### src/rtl/rrp_pkg.sv
// Shared types and constants for the request parser.
`timescale 1ns / 1ps
package rrp_pkg;

    localparam logic [7:0] CH_CR    = 8'h0D;
    localparam logic [7:0] CH_LF    = 8'h0A;
    localparam logic [7:0] CH_DOLLAR = 8'h24;
    localparam logic [7:0] CH_PLUS  = 8'h2B;
    localparam logic [7:0] CH_STAR  = 8'h2A;
    localparam logic [7:0] CH_COLON = 8'h3A;
    localparam logic [7:0] CH_COMMA = 8'h2C;
    localparam logic [7:0] CH_MINUS = 8'h2D;
    localparam logic [7:0] CH_DOT   = 8'h2E;
    localparam logic [7:0] CH_ZERO  = 8'h30;
    localparam logic [7:0] CH_NINE  = 8'h39;
    localparam logic [7:0] CH_E_UP  = 8'h45;
    localparam logic [7:0] CH_E_LO  = 8'h65;
    localparam logic [7:0] CH_SPACE = 8'h20;
    localparam logic [7:0] CH_TAB   = 8'h09;
    localparam logic [7:0] CH_VT    = 8'h0B;
    localparam logic [7:0] CH_FF    = 8'h0C;

    localparam logic [3:0]  DEC_BASE  = 4'd10;
    localparam logic [63:0] MUL_LIMIT = 64'd922337203685477580;
    localparam logic [63:0] POS_LIMIT = 64'h7FFF_FFFF_FFFF_FFFF;
    localparam logic [63:0] NEG_LIMIT = 64'h8000_0000_0000_0000;
    localparam logic [63:0] MAG_OVF   = 64'hFFFF_FFFF_FFFF_FFFF;

    localparam logic [1:0] KIND_INT    = 2'd0;
    localparam logic [1:0] KIND_SIMPLE = 2'd1;
    localparam logic [1:0] KIND_BULK   = 2'd2;
    localparam logic [1:0] KIND_DOUBLE = 2'd3;

    typedef enum logic [1:0] {
        PUR_BULK  = 2'd0,
        PUR_COUNT = 2'd1,
        PUR_INT   = 2'd2
    } purpose_t;

    typedef enum logic [19:0] {
        PH_IDLE      = 20'h00001,
        PH_SKIP      = 20'h00002,
        PH_SS_TEXT   = 20'h00004,
        PH_SS_LF     = 20'h00008,
        PH_NUM_LEAD  = 20'h00010,
        PH_NUM_BODY  = 20'h00020,
        PH_NUM_LF    = 20'h00040,
        PH_BULK_DATA = 20'h00080,
        PH_BULK_CR   = 20'h00100,
        PH_BULK_LF   = 20'h00200,
        PH_ARG       = 20'h00400,
        PH_D_LEAD    = 20'h00800,
        PH_D_SIGN    = 20'h01000,
        PH_D_INT     = 20'h02000,
        PH_D_DOT0    = 20'h04000,
        PH_D_FRAC    = 20'h08000,
        PH_D_E       = 20'h10000,
        PH_D_ESIGN   = 20'h20000,
        PH_D_EXP     = 20'h40000,
        PH_D_LF      = 20'h80000
    } phase_t;

    typedef struct packed {
        logic [1:0]  token_kind;
        logic [7:0]  data_byte;
        logic        data_valid;
        logic [63:0] int_value;
        logic        token_end;
        logic        message_end;
        logic        parse_error;
    } result_t;

    function automatic logic is_digit(input logic [7:0] c);
        return (c >= CH_ZERO) && (c <= CH_NINE);
    endfunction

    function automatic logic is_ws(input logic [7:0] c);
        return (c == CH_SPACE) || (c == CH_TAB) || (c == CH_LF) || (c == CH_VT)
            || (c == CH_FF) || (c == CH_CR);
    endfunction

endpackage

### src/rtl/rrp_parse_core.sv
// Parser state machine: one byte in, one result out, state updated per byte.
`timescale 1ns / 1ps
module rrp_parse_core #(
    parameter int COUNT_BITS = 63
) (
    input  logic             clk,
    input  logic             rst_n,
    input  logic             step,
    input  logic [7:0]       c,
    output logic             res_any,
    output rrp_pkg::result_t res
);
    import rrp_pkg::*;

    localparam logic [63:0] COUNT_MAX = 64'(({{(COUNT_BITS){1'b1}}}));

    phase_t                phase_reg, phase_next;
    logic                  in_array_reg, in_array_next;
    logic [COUNT_BITS-1:0] args_left_reg, args_left_next;
    logic [COUNT_BITS-1:0] payload_left_reg, payload_left_next;
    logic [63:0]           magnitude_reg, magnitude_next;
    logic                  is_negative_reg, is_negative_next;
    logic                  digit_seen_reg, digit_seen_next;
    purpose_t              purpose_reg, purpose_next;

    logic [63:0]           mag_dig;
    logic [67:0]           mag_mul;
    logic                  bad_num;
    logic [COUNT_BITS-1:0] args_dec;
    logic                  exp_char;
    logic                  sign_char;
    logic                  dig;

    always_comb
    begin
        mag_mul = {4'b0, magnitude_reg} * {64'b0, DEC_BASE} + {60'b0, c[3:0] - CH_ZERO[3:0]};
        if (magnitude_reg > MUL_LIMIT || mag_mul[63:0] > NEG_LIMIT)
            mag_dig = MAG_OVF;
        else
            mag_dig = mag_mul[63:0];
        bad_num = !digit_seen_reg
            || magnitude_reg > (is_negative_reg ? NEG_LIMIT : POS_LIMIT);
        if (purpose_reg != PUR_INT)
            bad_num = bad_num || (is_negative_reg && magnitude_reg != 64'd0)
                || magnitude_reg > COUNT_MAX;
        args_dec  = args_left_reg - COUNT_BITS'(1);
        exp_char  = (c == CH_E_UP) || (c == CH_E_LO);
        sign_char = (c == CH_PLUS) || (c == CH_MINUS);
        dig       = is_digit(c);
    end

    always_comb
    begin
        phase_t dn;
        logic   dok;
        phase_next        = phase_reg;
        in_array_next     = in_array_reg;
        args_left_next    = args_left_reg;
        payload_left_next = payload_left_reg;
        magnitude_next    = magnitude_reg;
        is_negative_next  = is_negative_reg;
        digit_seen_next   = digit_seen_reg;
        purpose_next      = purpose_reg;
        res               = '0;
        dn                = PH_SKIP;
        dok               = 1'b1;

        // Frame start / error restart share one decoder; flags set by cases.
        begin : body
            logic restart, finish;
            logic [1:0] fkind;
            restart = 1'b0;
            finish  = 1'b0;
            fkind   = KIND_INT;
            unique case (phase_reg)
                PH_IDLE:
                begin
                    if (!(c == CH_PLUS || c == CH_DOLLAR || c == CH_STAR))
                        res.parse_error = 1'b1;
                    restart = 1'b1;
                end
                PH_SKIP: restart = 1'b1;
                PH_SS_TEXT:
                begin
                    if (c == CH_CR)
                        phase_next = PH_SS_LF;
                    else
                    begin
                        res.token_kind = KIND_SIMPLE;
                        res.data_byte  = c;
                        res.data_valid = 1'b1;
                    end
                end
                PH_SS_LF:
                begin
                    if (c == CH_LF) begin finish = 1'b1; fkind = KIND_SIMPLE; end
                    else begin res.parse_error = 1'b1; restart = 1'b1; end
                end
                PH_NUM_LEAD:
                begin
                    if (is_ws(c))
                        phase_next = PH_NUM_LEAD;
                    else if (sign_char)
                    begin
                        is_negative_next = (c == CH_MINUS);
                        phase_next = PH_NUM_BODY;
                    end
                    else if (dig)
                    begin
                        magnitude_next  = mag_dig;
                        digit_seen_next = 1'b1;
                        phase_next = PH_NUM_BODY;
                    end
                    else begin res.parse_error = 1'b1; restart = 1'b1; end
                end
                PH_NUM_BODY:
                begin
                    if (dig)
                    begin
                        magnitude_next  = mag_dig;
                        digit_seen_next = 1'b1;
                    end
                    else if (bad_num || c != CH_CR)
                    begin
                        res.parse_error = 1'b1;
                        restart = 1'b1;
                    end
                    else
                        phase_next = PH_NUM_LF;
                end
                PH_NUM_LF:
                begin
                    if (c != CH_LF)
                    begin
                        res.parse_error = 1'b1;
                        restart = 1'b1;
                    end
                    else if (purpose_reg == PUR_INT)
                    begin
                        res.int_value = is_negative_reg ? (64'd0 - magnitude_reg)
                                                        : magnitude_reg;
                        finish = 1'b1;
                        fkind  = KIND_INT;
                    end
                    else if (purpose_reg == PUR_COUNT)
                    begin
                        args_left_next = magnitude_reg[COUNT_BITS-1:0];
                        if (magnitude_reg[COUNT_BITS-1:0] == '0)
                        begin
                            in_array_next   = 1'b0;
                            res.message_end = 1'b1;
                            phase_next      = PH_IDLE;
                        end
                        else
                        begin
                            in_array_next = 1'b1;
                            phase_next    = PH_ARG;
                        end
                    end
                    else
                    begin
                        payload_left_next = magnitude_reg[COUNT_BITS-1:0];
                        phase_next = (magnitude_reg[COUNT_BITS-1:0] != '0) ? PH_BULK_DATA
                                                                         : PH_BULK_CR;
                    end
                end
                PH_BULK_DATA:
                begin
                    res.token_kind = KIND_BULK;
                    res.data_byte  = c;
                    res.data_valid = 1'b1;
                    payload_left_next = payload_left_reg - COUNT_BITS'(1);
                    if (payload_left_reg == COUNT_BITS'(1))
                        phase_next = PH_BULK_CR;
                end
                PH_BULK_CR:
                begin
                    if (c == CH_CR) phase_next = PH_BULK_LF;
                    else begin res.parse_error = 1'b1; restart = 1'b1; end
                end
                PH_BULK_LF:
                begin
                    if (c == CH_LF) begin finish = 1'b1; fkind = KIND_BULK; end
                    else begin res.parse_error = 1'b1; restart = 1'b1; end
                end
                PH_ARG:
                begin
                    if (c == CH_COLON || c == CH_DOLLAR)
                    begin
                        purpose_next     = (c == CH_COLON) ? PUR_INT : PUR_BULK;
                        magnitude_next   = '0;
                        is_negative_next = 1'b0;
                        digit_seen_next  = 1'b0;
                        phase_next       = PH_NUM_LEAD;
                    end
                    else if (c == CH_PLUS)
                        phase_next = PH_SS_TEXT;
                    else if (c == CH_COMMA)
                        phase_next = PH_D_LEAD;
                    else begin res.parse_error = 1'b1; restart = 1'b1; end
                end
                PH_D_LF:
                begin
                    if (c == CH_LF) begin finish = 1'b1; fkind = KIND_DOUBLE; end
                    else begin res.parse_error = 1'b1; restart = 1'b1; end
                end
                PH_D_LEAD, PH_D_SIGN, PH_D_INT, PH_D_DOT0,
                PH_D_FRAC, PH_D_E, PH_D_ESIGN, PH_D_EXP:
                begin
                    priority if (phase_reg == PH_D_LEAD && is_ws(c))
                        dn = PH_D_LEAD;
                    else if ((phase_reg == PH_D_INT || phase_reg == PH_D_FRAC
                              || phase_reg == PH_D_EXP) && c == CH_CR)
                        dn = PH_D_LF;
                    else if ((phase_reg == PH_D_LEAD || phase_reg == PH_D_E) && sign_char)
                        dn = (phase_reg == PH_D_LEAD) ? PH_D_SIGN : PH_D_ESIGN;
                    else if (dig)
                    begin
                        if (phase_reg == PH_D_LEAD || phase_reg == PH_D_SIGN
                            || phase_reg == PH_D_INT)
                            dn = PH_D_INT;
                        else if (phase_reg == PH_D_DOT0 || phase_reg == PH_D_FRAC)
                            dn = PH_D_FRAC;
                        else
                            dn = PH_D_EXP;
                    end
                    else if (c == CH_DOT && (phase_reg == PH_D_LEAD
                             || phase_reg == PH_D_SIGN || phase_reg == PH_D_INT))
                        dn = (phase_reg == PH_D_INT) ? PH_D_FRAC : PH_D_DOT0;
                    else if (exp_char && (phase_reg == PH_D_INT || phase_reg == PH_D_FRAC))
                        dn = PH_D_E;
                    else
                        dok = 1'b0;
                    if (!dok)
                    begin
                        res.parse_error = 1'b1;
                        restart = 1'b1;
                    end
                    else
                    begin
                        phase_next = dn;
                        if (!(dn == PH_D_LF || (phase_reg == PH_D_LEAD && dn == PH_D_LEAD)))
                        begin
                            res.token_kind = KIND_DOUBLE;
                            res.data_byte  = c;
                            res.data_valid = 1'b1;
                        end
                    end
                end
                default:
                begin
                    res.parse_error = 1'b1;
                    restart = 1'b1;
                end
            endcase

            if (finish)
            begin
                res.token_kind = fkind;
                res.token_end  = 1'b1;
                if (in_array_reg)
                begin
                    args_left_next = args_dec;
                    if (args_dec == '0)
                    begin
                        in_array_next   = 1'b0;
                        res.message_end = 1'b1;
                        phase_next      = PH_IDLE;
                    end
                    else
                        phase_next = PH_ARG;
                end
                else
                begin
                    res.message_end = 1'b1;
                    phase_next      = PH_IDLE;
                end
            end

            if (restart)
            begin
                in_array_next  = 1'b0;
                args_left_next = '0;
                if (c == CH_PLUS)
                    phase_next = PH_SS_TEXT;
                else if (c == CH_DOLLAR || c == CH_STAR)
                begin
                    purpose_next     = (c == CH_STAR) ? PUR_COUNT : PUR_BULK;
                    magnitude_next   = '0;
                    is_negative_next = 1'b0;
                    digit_seen_next  = 1'b0;
                    phase_next       = PH_NUM_LEAD;
                end
                else
                    phase_next = PH_SKIP;
            end
        end
        res_any = res.data_valid | res.token_end | res.message_end | res.parse_error;
    end

    always_ff @(posedge clk or negedge rst_n)
    begin
        if (!rst_n)
        begin
            phase_reg        <= PH_IDLE;
            in_array_reg     <= 1'b0;
            args_left_reg    <= '0;
            payload_left_reg <= '0;
            magnitude_reg    <= '0;
            is_negative_reg  <= 1'b0;
            digit_seen_reg   <= 1'b0;
            purpose_reg      <= PUR_BULK;
        end
        else if (step)
        begin
            phase_reg        <= phase_next;
            in_array_reg     <= in_array_next;
            args_left_reg    <= args_left_next;
            payload_left_reg <= payload_left_next;
            magnitude_reg    <= magnitude_next;
            is_negative_reg  <= is_negative_next;
            digit_seen_reg   <= digit_seen_next;
            purpose_reg      <= purpose_next;
        end
    end

endmodule

### src/rtl/rrp_out_skid.sv
// Two-entry output buffer that decouples result delivery from byte intake.
`timescale 1ns / 1ps
module rrp_out_skid (
    input  logic             clk,
    input  logic             rst_n,
    input  logic             push,
    input  rrp_pkg::result_t push_data,
    output logic             room,
    output logic             out_valid,
    input  logic             out_ready,
    output rrp_pkg::result_t out_data
);
    import rrp_pkg::*;

    result_t    slot_reg [2];
    logic [1:0] cnt_reg, cnt_next;
    logic       rd_reg, rd_next, wr_reg, wr_next;
    logic       pop;

    assign out_valid = (cnt_reg != 2'd0);
    assign out_data  = slot_reg[rd_reg];
    assign pop       = out_valid && out_ready;
    assign room      = (cnt_reg != 2'd2) || out_ready;

    always_comb
    begin
        cnt_next = cnt_reg + 2'(push) - 2'(pop);
        rd_next  = rd_reg ^ pop;
        wr_next  = wr_reg ^ push;
    end

    always_ff @(posedge clk or negedge rst_n)
    begin
        if (!rst_n)
        begin
            cnt_reg <= 2'd0;
            rd_reg  <= 1'b0;
            wr_reg  <= 1'b0;
        end
        else
        begin
            cnt_reg <= cnt_next;
            rd_reg  <= rd_next;
            wr_reg  <= wr_next;
        end
    end

    always_ff @(posedge clk)
    begin
        if (push)
            slot_reg[wr_reg] <= push_data;
    end

endmodule

### src/rtl/resp_request_parser_unit.sv
// Top level of the RESP2 request parser.
`timescale 1ns / 1ps
// Streaming parser for RESP2-style request frames. One byte is taken per
// cycle on s_axis; each byte goes through the one-pass parse state machine
// and, when it yields a payload byte, a token end, a message end or an
// error, one result beat is written to a two-entry output buffer. The
// buffer lets a byte be taken in the same cycle that a finished result
// still waits on m_axis, so a steady one byte per cycle holds as long as
// the sink takes results; s_axis_tready drops only when both buffer slots
// are full and the sink is stalled. Each result is registered in the buffer.
// COUNT_BITS sets the width of the length and argument counters; larger
// counts are flagged as errors.
module resp_request_parser_unit #(
    parameter int COUNT_BITS = 63
) (
    input  logic        clk,
    input  logic        rst_n,
    input  logic        s_axis_tvalid,
    output logic        s_axis_tready,
    input  logic [7:0]  s_axis_tdata,   // [7:0] in_byte
    output logic        m_axis_tvalid,
    input  logic        m_axis_tready,
    output logic [79:0] m_axis_tdata,   // [7:0] data_byte, [8] data_valid,
                                        // [72:9] int_value, [73] token_end,
                                        // [74] message_end, [75] parse_error
    output logic [1:0]  m_axis_tuser    // [1:0] token_kind
);
    import rrp_pkg::*;

    logic    room;
    logic    step;
    logic    res_any;
    result_t res;
    result_t out_res;

    // Advance the parser on every accepted beat.
    assign s_axis_tready = room;
    assign step          = s_axis_tvalid && room;

    rrp_parse_core #(.COUNT_BITS(COUNT_BITS)) u_core (
        .clk     (clk),
        .rst_n   (rst_n),
        .step    (step),
        .c       (s_axis_tdata),
        .res_any (res_any),
        .res     (res)
    );

    rrp_out_skid u_skid (
        .clk       (clk),
        .rst_n     (rst_n),
        .push      (step && res_any),
        .push_data (res),
        .room      (room),
        .out_valid (m_axis_tvalid),
        .out_ready (m_axis_tready),
        .out_data  (out_res)
    );

    assign m_axis_tuser = out_res.token_kind;
    assign m_axis_tdata = {4'b0, out_res.parse_error, out_res.message_end,
                           out_res.token_end, out_res.int_value,
                           out_res.data_valid, out_res.data_byte};

endmodule

### config.mk
export PLATFORM = sky130hd
export DESIGN_NAME = resp_request_parser_unit
export DESIGN_NICKNAME = d
export VERILOG_FILES = /design/src/rtl/rrp_pkg.sv /design/src/rtl/rrp_parse_core.sv /design/src/rtl/rrp_out_skid.sv /design/src/rtl/resp_request_parser_unit.sv
export SDC_FILE = /design/constraint.sdc
export NUM_CORES = 1
export LEC_CHECK = 0
export ABC_CLOCK_PERIOD_IN_PS = 8750
export BUFFER_PORTS_ARGS = -buffer_cell sky130_fd_sc_hd__buf_2
export CAP_MARGIN = 20
export CELL_PAD_IN_SITES_DETAIL_PLACEMENT = 0
export CELL_PAD_IN_SITES_GLOBAL_PLACEMENT = 1
export CORE_UTILIZATION = 49
export CTS_BUF_LIST = sky130_fd_sc_hd__clkbuf_4
export CTS_CLUSTER_DIAMETER = 60
export CTS_CLUSTER_SIZE = 30
export DETAILED_ROUTE_END_ITERATION = 7
export PLACE_DENSITY_LB_ADDON = 0.08
export SYNTH_ARGS = -nofsm -noshare
export SYNTH_HDL_FRONTEND = slang
export SYNTH_SLANG_ARGS = --single-unit
### constraint.sdc
create_clock -name clk -period 8.75 [get_ports clk]
set_input_delay 1.75 -clock clk [delete_from_list [all_inputs] [get_ports clk]]
set_output_delay 1.75 -clock clk [all_outputs]
set_load 0.005 [all_outputs]
# Yosys cells after proc, flatten, opt, wreduce, memory -nomap -nowiden
# Memory sizes are Yosys's and may differ from the RTL's.
# Index checks and enable logic that the tools add are counted.
[totals]
register_bits = 219
ram_bits = 156
inputBits = 12
word_cells = 273
mem_count = 1
[classes]
n_addsub = 6
mul = 1
magnitude_cmp = 6
n_eq_ne = 57
muxes = 137
bitwise_logic = 5
reduce_logical = 49
[mem_list]
columns = ["memory", "depth", "width", "rd", "rd_ports_with_merged_regs", "write_ports", "line", "source"]
rows = [
  ["u_skid.slot_reg", 2, 78, 1, 0, 1, "rrp_out_skid.sv:15", "result_t slot_reg [2];"],
]
[op_table]
columns = ["operator", "n"]
rows = [
  ["two-way mux 64 bit", 13],
  ["two-way mux 63 bit", 10],
  ["two-way mux 20 bit", 25],
  ["case mux 64 bit (3 select lines)", 1],
  ["case mux 20 bit (8 select lines)", 1],
  ["zero test 63 bit", 2],
  ["case mux 63 bit (2 select lines)", 1],
  ["subtractor 63 x 1 -> 63 bit (second input constant)", 2],
  ["adder 64 x 4 -> 64 bit", 1],
  ["equality test 8 x 6 -> 1 bit (second input constant)", 8],
  ["greater-than comparator 64 x 60 -> 1 bit (second input constant)", 1],
  ["greater-than comparator 64 x 63 -> 1 bit (second input constant)", 1],
  ["greater-than comparator 64 bit", 1],
  ["greater-than comparator 64 bit (second input constant)", 1],
  ["multiplier 64 x 3 -> 63 bit (second input constant)", 1],
  ["nonzero test 64 bit", 1],
  ["subtractor 1 x 64 -> 64 bit (first input constant)", 1],
  ["equality test 63 x 1 -> 1 bit (second input constant)", 1],
  ["nonzero test 63 bit", 1],
  ["two-way mux 1 bit", 57],
  ["two-way mux 11 bit", 5],
  ["equality test 20 x 12 -> 1 bit (second input constant)", 2],
  ["equality test 20 bit (second input constant)", 2],
  ["equality test 8 x 4 -> 1 bit (second input constant)", 5],
  ["other kinds (56)", 117],
]

# Longest topological paths before layout
# Gate-level depths: netlist (run 1).
[depth]
word_depth = 22
depth_mapped = 22
depth_no_buf = 21

# Modules after synthesis
# From an unflattened synthesis (run 1), not the netlist that was laid out.
[hier_totals]
hier_cells = 3812
hier_area_um2 = 31502.7
[by_module_without_submodules]
columns = ["module", "instances", "cells_each", "area_per_inst_um2", "seq_area_each_um2"]
rows = [
  ["rrp_parse_core", 1, 3543, 25579.5, 5381.4],
  ["rrp_out_skid", 1, 262, 5876.9, 4784.6],
  ["resp_request_parser_unit", 1, 7, 46.3, 0.0],
]

# Worst setup path before layout (run 1)
# Ideal clock, no wire load.
[synth_path]
path_type = "reg-to-reg"
from = "reg u_core.is_negative_reg"
to = "mem u_skid.slot_reg[1][0] in the netlist's numbering (enable)"
setup_time_ns = 0.445
arrival_ns = 6.970
path_slack_ns = 1.335
path_stages_with_launch = 19
n_path_buf = 0
cell_sequence = "dfrtp_1 clkinv_1 ha_1 nand4_1 nor4_1 nand4_1 or3_1 or3_1 a311oi_1 a2111oi_0 nand3_1 a21oi_1 a21oi_1 a21oi_1 o21ai_0 nor4_1 nand2b_1 inv_1 ha_1"
[synth_lines]
columns = ["element", "line", "source"]
rows = [
  ["from (decl)", "rrp_parse_core.sv:22", "logic is_negative_reg, is_negative_next;"],
  ["from (signal assigned)", "rrp_parse_core.sv:321", "is_negative_reg <= is_negative_next;"],
  ["to (decl)", "rrp_out_skid.sv:15", ""],
]

# Worst setup path after layout (run 1)
[layout_path]
from = "reg u_core.magnitude_reg[2]"
to = "reg u_core.magnitude_reg[14]"
[layout_via]
elab_chain_len = 12
[layout_lines]
columns = ["element", "line", "source"]
rows = [
  ["from (decl)", "rrp_parse_core.sv:21", "logic [63:0] magnitude_reg, magnitude_next;"],
  ["from (signal assigned)", "rrp_parse_core.sv:320", "magnitude_reg <= magnitude_next;"],
  ["multiplier 64 x 3 -> 63 bit", "rrp_parse_core.sv:36", "mag_mul = {4'b0, magnitude_reg} * {64'b0, DEC_BASE} + {60'b0, c[3:0] - CH_ZERO[3:0]};"],
  ["adder 64 x 4 -> 64 bit", "rrp_parse_core.sv:36", ""],
  ["greater-than comparator 64 bit", "rrp_parse_core.sv:37", "if (magnitude_reg > MUL_LIMIT || mag_mul[63:0] > NEG_LIMIT)"],
  ["logical OR 1 bit", "rrp_parse_core.sv:37", ""],
  ["two-way mux 64 bit", "rrp_parse_core.sv:37", ""],
  ["two-way mux 64 bit", "rrp_parse_core.sv:108, rrp_parse_core.sv:118", ""],
  ["two-way mux 64 bit", "rrp_parse_core.sv:103", "else if (sign_char)"],
  ["two-way mux 64 bit", "rrp_parse_core.sv:101", "if (is_ws(c))"],
  ["case mux 64 bit (3 select lines)", "rrp_parse_core.sv:75", "unique case (phase_reg)"],
  ["two-way mux 64 bit", "rrp_parse_core.sv:286", "else if (c == CH_DOLLAR || c == CH_STAR)"],
  ["two-way mux 64 bit", "rrp_parse_core.sv:284", "if (c == CH_PLUS)"],
  ["two-way mux 64 bit (*)", "rrp_parse_core.sv:280", "if (restart)"],
]
# Every way passes the cells marked *; elsewhere a longest branch is shown, timed or not.
# A chain may end at the register's enable or synchronous reset.

==> results of run 1 <==
==> per-layer routing <==
metal	part of all wire, %	global-route usage, %	vias up
li1	-	-	14000
met1	43	46.7	14700
met2	45	54.3	1302
met3	7.9	5.26	232
met4	4.5	14.6	0
met5	0	0	-
==> cell usage in the layout, fill, tap and decap left out, types with 94 or more instances in the layout <==
cell,count
nor2_1,403
nand2_1,346
a21oi_1,296
o21ai_0,281
dfrtp_1,216
ha_1,193
edfxtp_1,156
nor3_1,139
nand3_1,122
xor2_1,94
==> power groups by stage <==
stage,logic [mW],registers (mW),clock network [mW]
after CTS,0.888,2.03,1.06
final,0.885,2.03,1.04
after detailed placement,0.883,2.07,0
after floorplan,0.566,2.04,0
after global placement,0.875,2.06,0
after global routing,0.968,2.04,1.13
==> Yosys cell counts, types with 45 or more instances <==
cell,n
nand2_1,349
mux2_2,88
clkbuf_1,190
edfxtp_1,156
nand4_1,91
inv_1,65
or3_1,45
nand3_1,122
xor2_1,94
nor4_1,90
o21ai_0,281
nor2_1,403
a21o_1,50
o21ai_1,45
ha_1,195
nor3_1,140
xnor2_1,73
dfrtp_1,218
a21oi_1,296
==> path summary, 6_finish.rpt <==
kind                                                    startpoint                                      end  slack (ns)
min reg2reg                u_core.payload_left_reg[53]$_DFFE_PN0P_  u_core.payload_left_reg[53]$_DFFE_PN0P_        0.51
max                            u_core.magnitude_reg[2]$_DFFE_PN0P_     u_core.magnitude_reg[14]$_DFFE_PN0P_        0.86
max in group asynchronous                                    rst_n     u_core.magnitude_reg[32]$_DFFE_PN0P_        6.59
min                        u_core.payload_left_reg[53]$_DFFE_PN0P_  u_core.payload_left_reg[53]$_DFFE_PN0P_        0.51
max reg2reg                    u_core.magnitude_reg[2]$_DFFE_PN0P_     u_core.magnitude_reg[14]$_DFFE_PN0P_        0.86
min in group asynchronous                                    rst_n         u_core.phase_reg[14]$_DFFE_PN0P_        0.89
==> final cells by class <==
type / instances / share of cell area (%)
antenna: 7 / 0.0534
timing repair buffer: 178 / 3.52
inverter: 66 / 0.755
clock buffer: 38 / 0.869
tap: 837 / 3.19
clock inverter: 26 / 0.919
sequential: 375 / 31.0
multi-input combinational: 3055 / 59.7
==> cells by family (layout without fill, tap and decap cells) <==
kind of cell,count (synthesis),after routing,synth area share [%]
other cells,1,11,0.0121
buf+inv,310,308,4.13
mux,99,99,3.56
compound gates,1070,1070,21.8
flops,375,375,32.8
simple gates,1515,1515,24.7
fa+ha+maj,197,197,8.01
xor+xnor,170,170,4.90
==> worst max-delay path, cell delays in order (launching register included) <==
cell and delay [ns]:
dfrtp_1 0.76, ha_1 0.27, ha_1 0.20, inv_1 0.06, fa_1 0.39, nand2b_1 0.22, a211oi_4 0.47, o21a_1 0.33
a221oi_1 0.13, xnor2_1 0.55, nand4_1 0.54, nor4_2 0.72, nor3b_1 0.54, a21oi_1 0.18, nor4_1 0.27, o2111ai_1 0.15
or4_1 0.61, o41a_2 0.55, nor2_2 0.56, a22oi_1 0.19
==> per-stage QoR <==
stage,power [mW],cells
final,3.96,4582
after global routing,4.13,4581
after CTS,3.98,4575
after detailed placement,2.95,4511
after global placement,2.93,4511
after floorplan,2.61,3740
==> metrics.md, run 1 <==
| Metric | Value |
|---|---|
| Multi-input logic area | `19600 µm²` |
| Post-Layout Inst Area | `32800 µm²` |
| Leakage | `13.3 nW` |
| Starting Density | `49.9%` |
| Dominant synthesized flop cell | `dfrtp_1` |
| Clk slew on worst S/H paths | `0.17 ns` |
| Vias in the first global route | `28100` |
| Clock Latency Late Sink | `0.88 ns` |
| Maximum clock rate | `127 MHz` |
| Drt drc | `0` |
| Status | `completed` |
| Sw Share | `33.5%` |
| Seq pwr share | `51.3%` |
| Worst slew margin | `30.1%` |
| Max reg flops | `156` |
| Final Skew | `0.123 ns` |
| Routability congestion estimate | `0.978` |
| Crit start category | `flip-flop` |
| Core Util, Final | `52.9%` |
| TNS Setup | `0 ns` |
| Initial antenna violation count | `4` |
| DR WL/cell | `24.7 µm` |
| Share of the synthesized area in the top cell type | `17.6%` |
| Worst hold slack | `0.511 ns` |
| Combinational Power Share | `22.4%` |
| Largest net degree at the start of global routing | `112` |
| Area Overhead vs Synth | `6.00%` |
| Bufs on Longest Clock Path | `3` |
| Root Buffer | `clkbuf_4` |
| Count of hold-fix buffers inserted at cts | `0` |
| CP endpoint kind | `flip-flop` |
| IO Port Bufs | `91` |
| Sequential area share after synthesis | `32.8%` |
| CTS tree | `yes` |
| Cells on worst reg2reg path | `19` |
| Nets | `3921` |
| Final hold vios | `0` |
| H-tree Lvls | `2` |
| Routed Antenna Nets | `0` |
| Crit Path Category | `flip-flop to flip-flop` |
| CTS Buf Count | `36` |
| Number of flops mapped to enable cells by yosys | `156` |
| Worst EP arrival | `8.53 ns` |
| Int Power | `2.63 mW` |
| Width of the chip | `253 µm` |
| I/O pin cnt | `96` |
| Total grt overflow | `0` |
| Sw Pwr | `1.32 mW` |
| Post-Syn Area | `31000 µm²` |
| Crit path max fanout | `14` |
| Wirelength, routed | `113000 µm` |
| Hold Path Class | `flip-flop to flip-flop` |
| Worst vdd ir | `0.130 mV` |
| Clk pwr share | `26.3%` |
| Setup Viol. Count Final | `0` |
| Top cells by area, synth | `dfrtp_1 18%, edfxtp_1 15%, ha_1 7.9%` |
| Gr usage total | `34.4%` |
| Required @ worst endpoint | `9.40 ns` |
| Netlist cell types | `106` |
| Seq cells post-synth | `375` |
| Via count | `30200` |
| DP HPWL | `84800 µm` |
| Pins Over Slew Limit | `0` |
| Core Region | `62100 µm²` |
| Async S/R FF share, synth | `58.4%` |
| Postcts setup bufs | `0` |
| Via density | `6.58` |
| Fill count | `5815` |
| Worst Hold Depth | `2` |
| Tmin final | `7.89 ns` |
| Final worst slack | `0.863 ns` |
| Die Area | `64200 µm²` |
| Clock Sinks | `375` |
| Period Utilization, post-route | `90.1%` |
| Placed Area | `32200 µm²` |
| Worst slew pin tran | `1.05 ns` |
| Post-Syn Area per Cell | `8.29 µm²` |
| First DRT Iteration DRCs | `2918` |
| First-pass GRT wire length | `170000 µm` |
| Reg area | `10200 µm²` |
| YS warnings | `0` |
| P per Cell Area | `121 nW/µm²` |
| Max-Cap Viols | `0` |
| Cell accounting for the most synthesized area | `dfrtp_1` |
| Layout cell share with drive strength beyond 1 | `11.2%` |
| DP Worst Slack | `0.998 ns` |
| RSZ-0062 raised after global routing | `no` |
| Gate Count Post-Synth | `3737` |
| Cts repair resizes | `0` |
| Die H | `253 µm` |
| Drt first pass iters | `5` |
| # rows | `91` |
Power figures use the tool's default switching activity.
==> inputs of run 2 (changes only) <==
--- a/config.mk
+++ b/config.mk
@@ -16,6 +16,7 @@
 export CTS_CLUSTER_SIZE = 30
 export DETAILED_ROUTE_END_ITERATION = 7
 export PLACE_DENSITY_LB_ADDON = 0.08
+export RECOVER_POWER = 50
 export SYNTH_ARGS = -nofsm -noshare
 export SYNTH_HDL_FRONTEND = slang
 export SYNTH_SLANG_ARGS = --single-unit
==> metrics.md, run 2 (synthesis gave the netlist of run 1 again) <==
| Metric | Value |
|---|---|
| Worst slew margin | `-164% (-190 points)` |
| Gr usage total | `34.4% (unchanged)` |
| Area Overhead vs Synth | `5.77%` |
| Clock Latency Late Sink | `0.89 ns (about the same)` |
| Vias in the first global route | `28100 (unchanged)` |
| Worst slew pin tran | `3.97 ns (+2.92 ns)` |
| Count of hold-fix buffers inserted at cts | `0 (unchanged)` |
| H-tree Lvls | `2 (unchanged)` |
| HP Start | `u_core.payload_left_reg[53]$_DFFE_PN0P_` |
| # rows | `91 (unchanged)` |
| Initial antenna violation count | `4 (unchanged)` |
| Combinational Power Share | `22.7% (+0.3 points)` |
| Clk pwr share | `26.3% (about the same)` |
| Postcts setup bufs | `0 (unchanged)` |
| Max reg flops | `156 (unchanged)` |
| CP endpoint kind | `flip-flop` |
| Worst vdd ir | `0.127 mV (-2.7%)` |
| Layout cell share with drive strength beyond 1 | `10.2% (-0.99 points)` |
| Starting Density | `49.9% (unchanged)` |
| Die Area | `64200 µm² (unchanged)` |
| Final hold vios | `0 (unchanged)` |
| Required @ worst endpoint | `9.40 ns (about the same)` |
| IO Port Bufs | `91 (unchanged)` |
| Crit Path Category | `flip-flop to flip-flop` |
| Core Region | `62100 µm² (unchanged)` |
| Sw Share | `33.4% (-0.044 points)` |
| Most frequent cells in the layout | `403 x nor2_1, 346 x nand2_1, 296 x a21oi_1` |
| First DRT Iteration DRCs | `2890 (-0.96%)` |
| Bufs on Longest Clock Path | `3 (unchanged)` |
| Crit-path max cell delay | `0.78 ns (+0.02 ns)` |
| P per Cell Area | `121 nW/µm² (+0.65%)` |
| Total grt overflow | `0 (unchanged)` |
| Worst Hold Depth | `2 (unchanged)` |
| R2r endpoint | `u_core.magnitude_reg[14]$_DFFE_PN0P_` |
| Wirelength, routed | `113000 µm (+0.21%)` |
| Status | `complete, but fails checks` |
| R2r startpoint | `u_core.magnitude_reg[2]$_DFFE_PN0P_` |
| Period Utilization, post-route | `90.5% (+0.41 points)` |
| Worst EP arrival | `8.57 ns (+0.04 ns)` |
| Placed Area | `32200 µm² (unchanged)` |
| Failing checks | `capacitance limit, slew limit` |
| Root Buffer | `clkbuf_4` |
| Leakage | `13.2 nW (-0.78%)` |
| Drt drc | `0 (unchanged)` |
| Maximum clock rate | `126 MHz (-0.45%)` |
| Seq pwr share | `51.0% (-0.3 points)` |
| CTS tree | `yes` |
| Cts repair resizes | `0 (unchanged)` |
| Drt first pass iters | `6 (+1)` |
| I/O pin cnt | `96 (unchanged)` |
| Most frequent CP cell | `ha_1` |
| Sw Pwr | `1.33 mW (+0.30%)` |
| Final worst slack | `0.828 ns (-0.0356 ns)` |
| Commonest non-fill, non-tap cell in the layout | `nor2_1` |
| RSZ-0062 raised after global routing | `no` |
| CTS Buf Count | `36 (unchanged)` |
| Clock Sinks | `375 (unchanged)` |
| Critical Path Start | `u_core.magnitude_reg[2]$_DFFE_PN0P_` |
| Final Skew | `0.125 ns (+0.00263 ns)` |
| R2R setup slack | `0.83 ns (-0.04 ns)` |
| Width of the chip | `253 µm (unchanged)` |
| Via count | `30200 (+0.15%)` |
| Routed Antenna Nets | `0 (unchanged)` |
| DP HPWL | `84800 µm (unchanged)` |
| Hold EP | `u_core.payload_left_reg[53]$_DFFE_PN0P_` |
| Setup Viol. Count Final | `0 (unchanged)` |
| CP cell instances | `ha_1, ha_1, inv_1, fa_1, nand2b_1, a211oi_4, o21a_1, a221oi_1, xnor2_1, nand4_1, nor4_2, nor3b_1, a21oi_1, nor4_1, o2111ai_1, or4_1, o41a_2, nor2_2, a22oi_1` |
| Max-Cap Viols | `3 (+3)` |
| Pins Over Slew Limit | `243 (+243)` |
| Worst hold slack | `0.511 ns (+0.0000810 ns)` |
| Int Power | `2.64 mW (+0.50%)` |
| DR WL/cell | `24.7 µm (+0.21%)` |
| Slowest cell on the critical path | `dfrtp_1` |
| Die H | `253 µm (unchanged)` |
| Nets | `3921 (unchanged)` |
| First-pass GRT wire length | `170000 µm (unchanged)` |
| Largest net degree at the start of global routing | `112 (unchanged)` |
| Via density | `6.59 (+0.15%)` |
| Post-Layout Inst Area | `32800 µm² (-0.22%)` |
| Crit start category | `flip-flop` |
| Cells on worst reg2reg path | `19 (unchanged)` |
| Tmin final | `7.92 ns (+0.0356 ns)` |
| Routability congestion estimate | `0.978 (unchanged)` |
| TNS Setup | `0 ns (unchanged)` |
| Crit path max fanout | `14 (unchanged)` |
| DP Worst Slack | `0.998 ns (unchanged)` |
| Clk slew on worst S/H paths | `0.17 ns (about the same)` |
| Hold Path Class | `flip-flop to flip-flop` |
[run 2: worst max-delay path by stage]
stage	endpoint	cells after the start
2_1_floorplan	u_skid.slot_reg[1][0]$_DFFE_PP_	18
3_3_place_gp	u_core.magnitude_reg[14]$_DFFE_PN0P_	17
3_5_place_dp	u_core.magnitude_reg[10]$_DFFE_PN0P_	17
4_1_cts	u_core.magnitude_reg[14]$_DFFE_PN0P_	19
5_1_grt	u_core.magnitude_reg[26]$_DFFE_PN0P_	20
6_report	u_core.magnitude_reg[14]$_DFFE_PN0P_	19
[run 2: cell type report]
type	instances	area [µm²]
sequential	375	10200
inverter	66	248
antenna	7	17.5
timing repair buffer	178	1090
fill	5839	29300
tap	837	1050
clock inverter	26	302
clock buffer	38	285
multi-input combinational	3055	19600
[run 2: worst max-delay path: cells and delay by family (launching register included)]
kind            cells  cell delay [ns]
simple gates        7             3.44
compound gates      7             1.99
fa+ha+maj           3             0.85
flops               1             0.78
xor+xnor            1             0.56
buf+inv             1             0.06
[run 2: metrics by stage]
stage          util (%)  cells  power (mW)
2_1_floorplan         -   3740        2.61
3_3_place_gp       51.9   4511        2.93
3_5_place_dp       51.9   4511        2.95
4_1_cts            52.9   4575        3.98
5_1_grt            52.8   4581        4.15
6_report           52.8   4582        3.97
[run 2: power groups by stage]
stage	registers (mW)	clock network, mW	logic, mW
global route	2.04	1.13	0.986
finish	2.03	1.04	0.902
floorplan	2.04	0	0.566
global placement	2.06	0	0.875
CTS	2.03	1.06	0.888
detailed placement	2.07	0	0.883
[run 2: layer usage]
layer	global-route usage (%)	up-vias	share of wire, %
li1	-	14000	-
met1	46.7	14700	43
met2	54.3	1302	45
met3	5.26	255	8.0
met4	14.6	0	4.5
met5	0	-	0
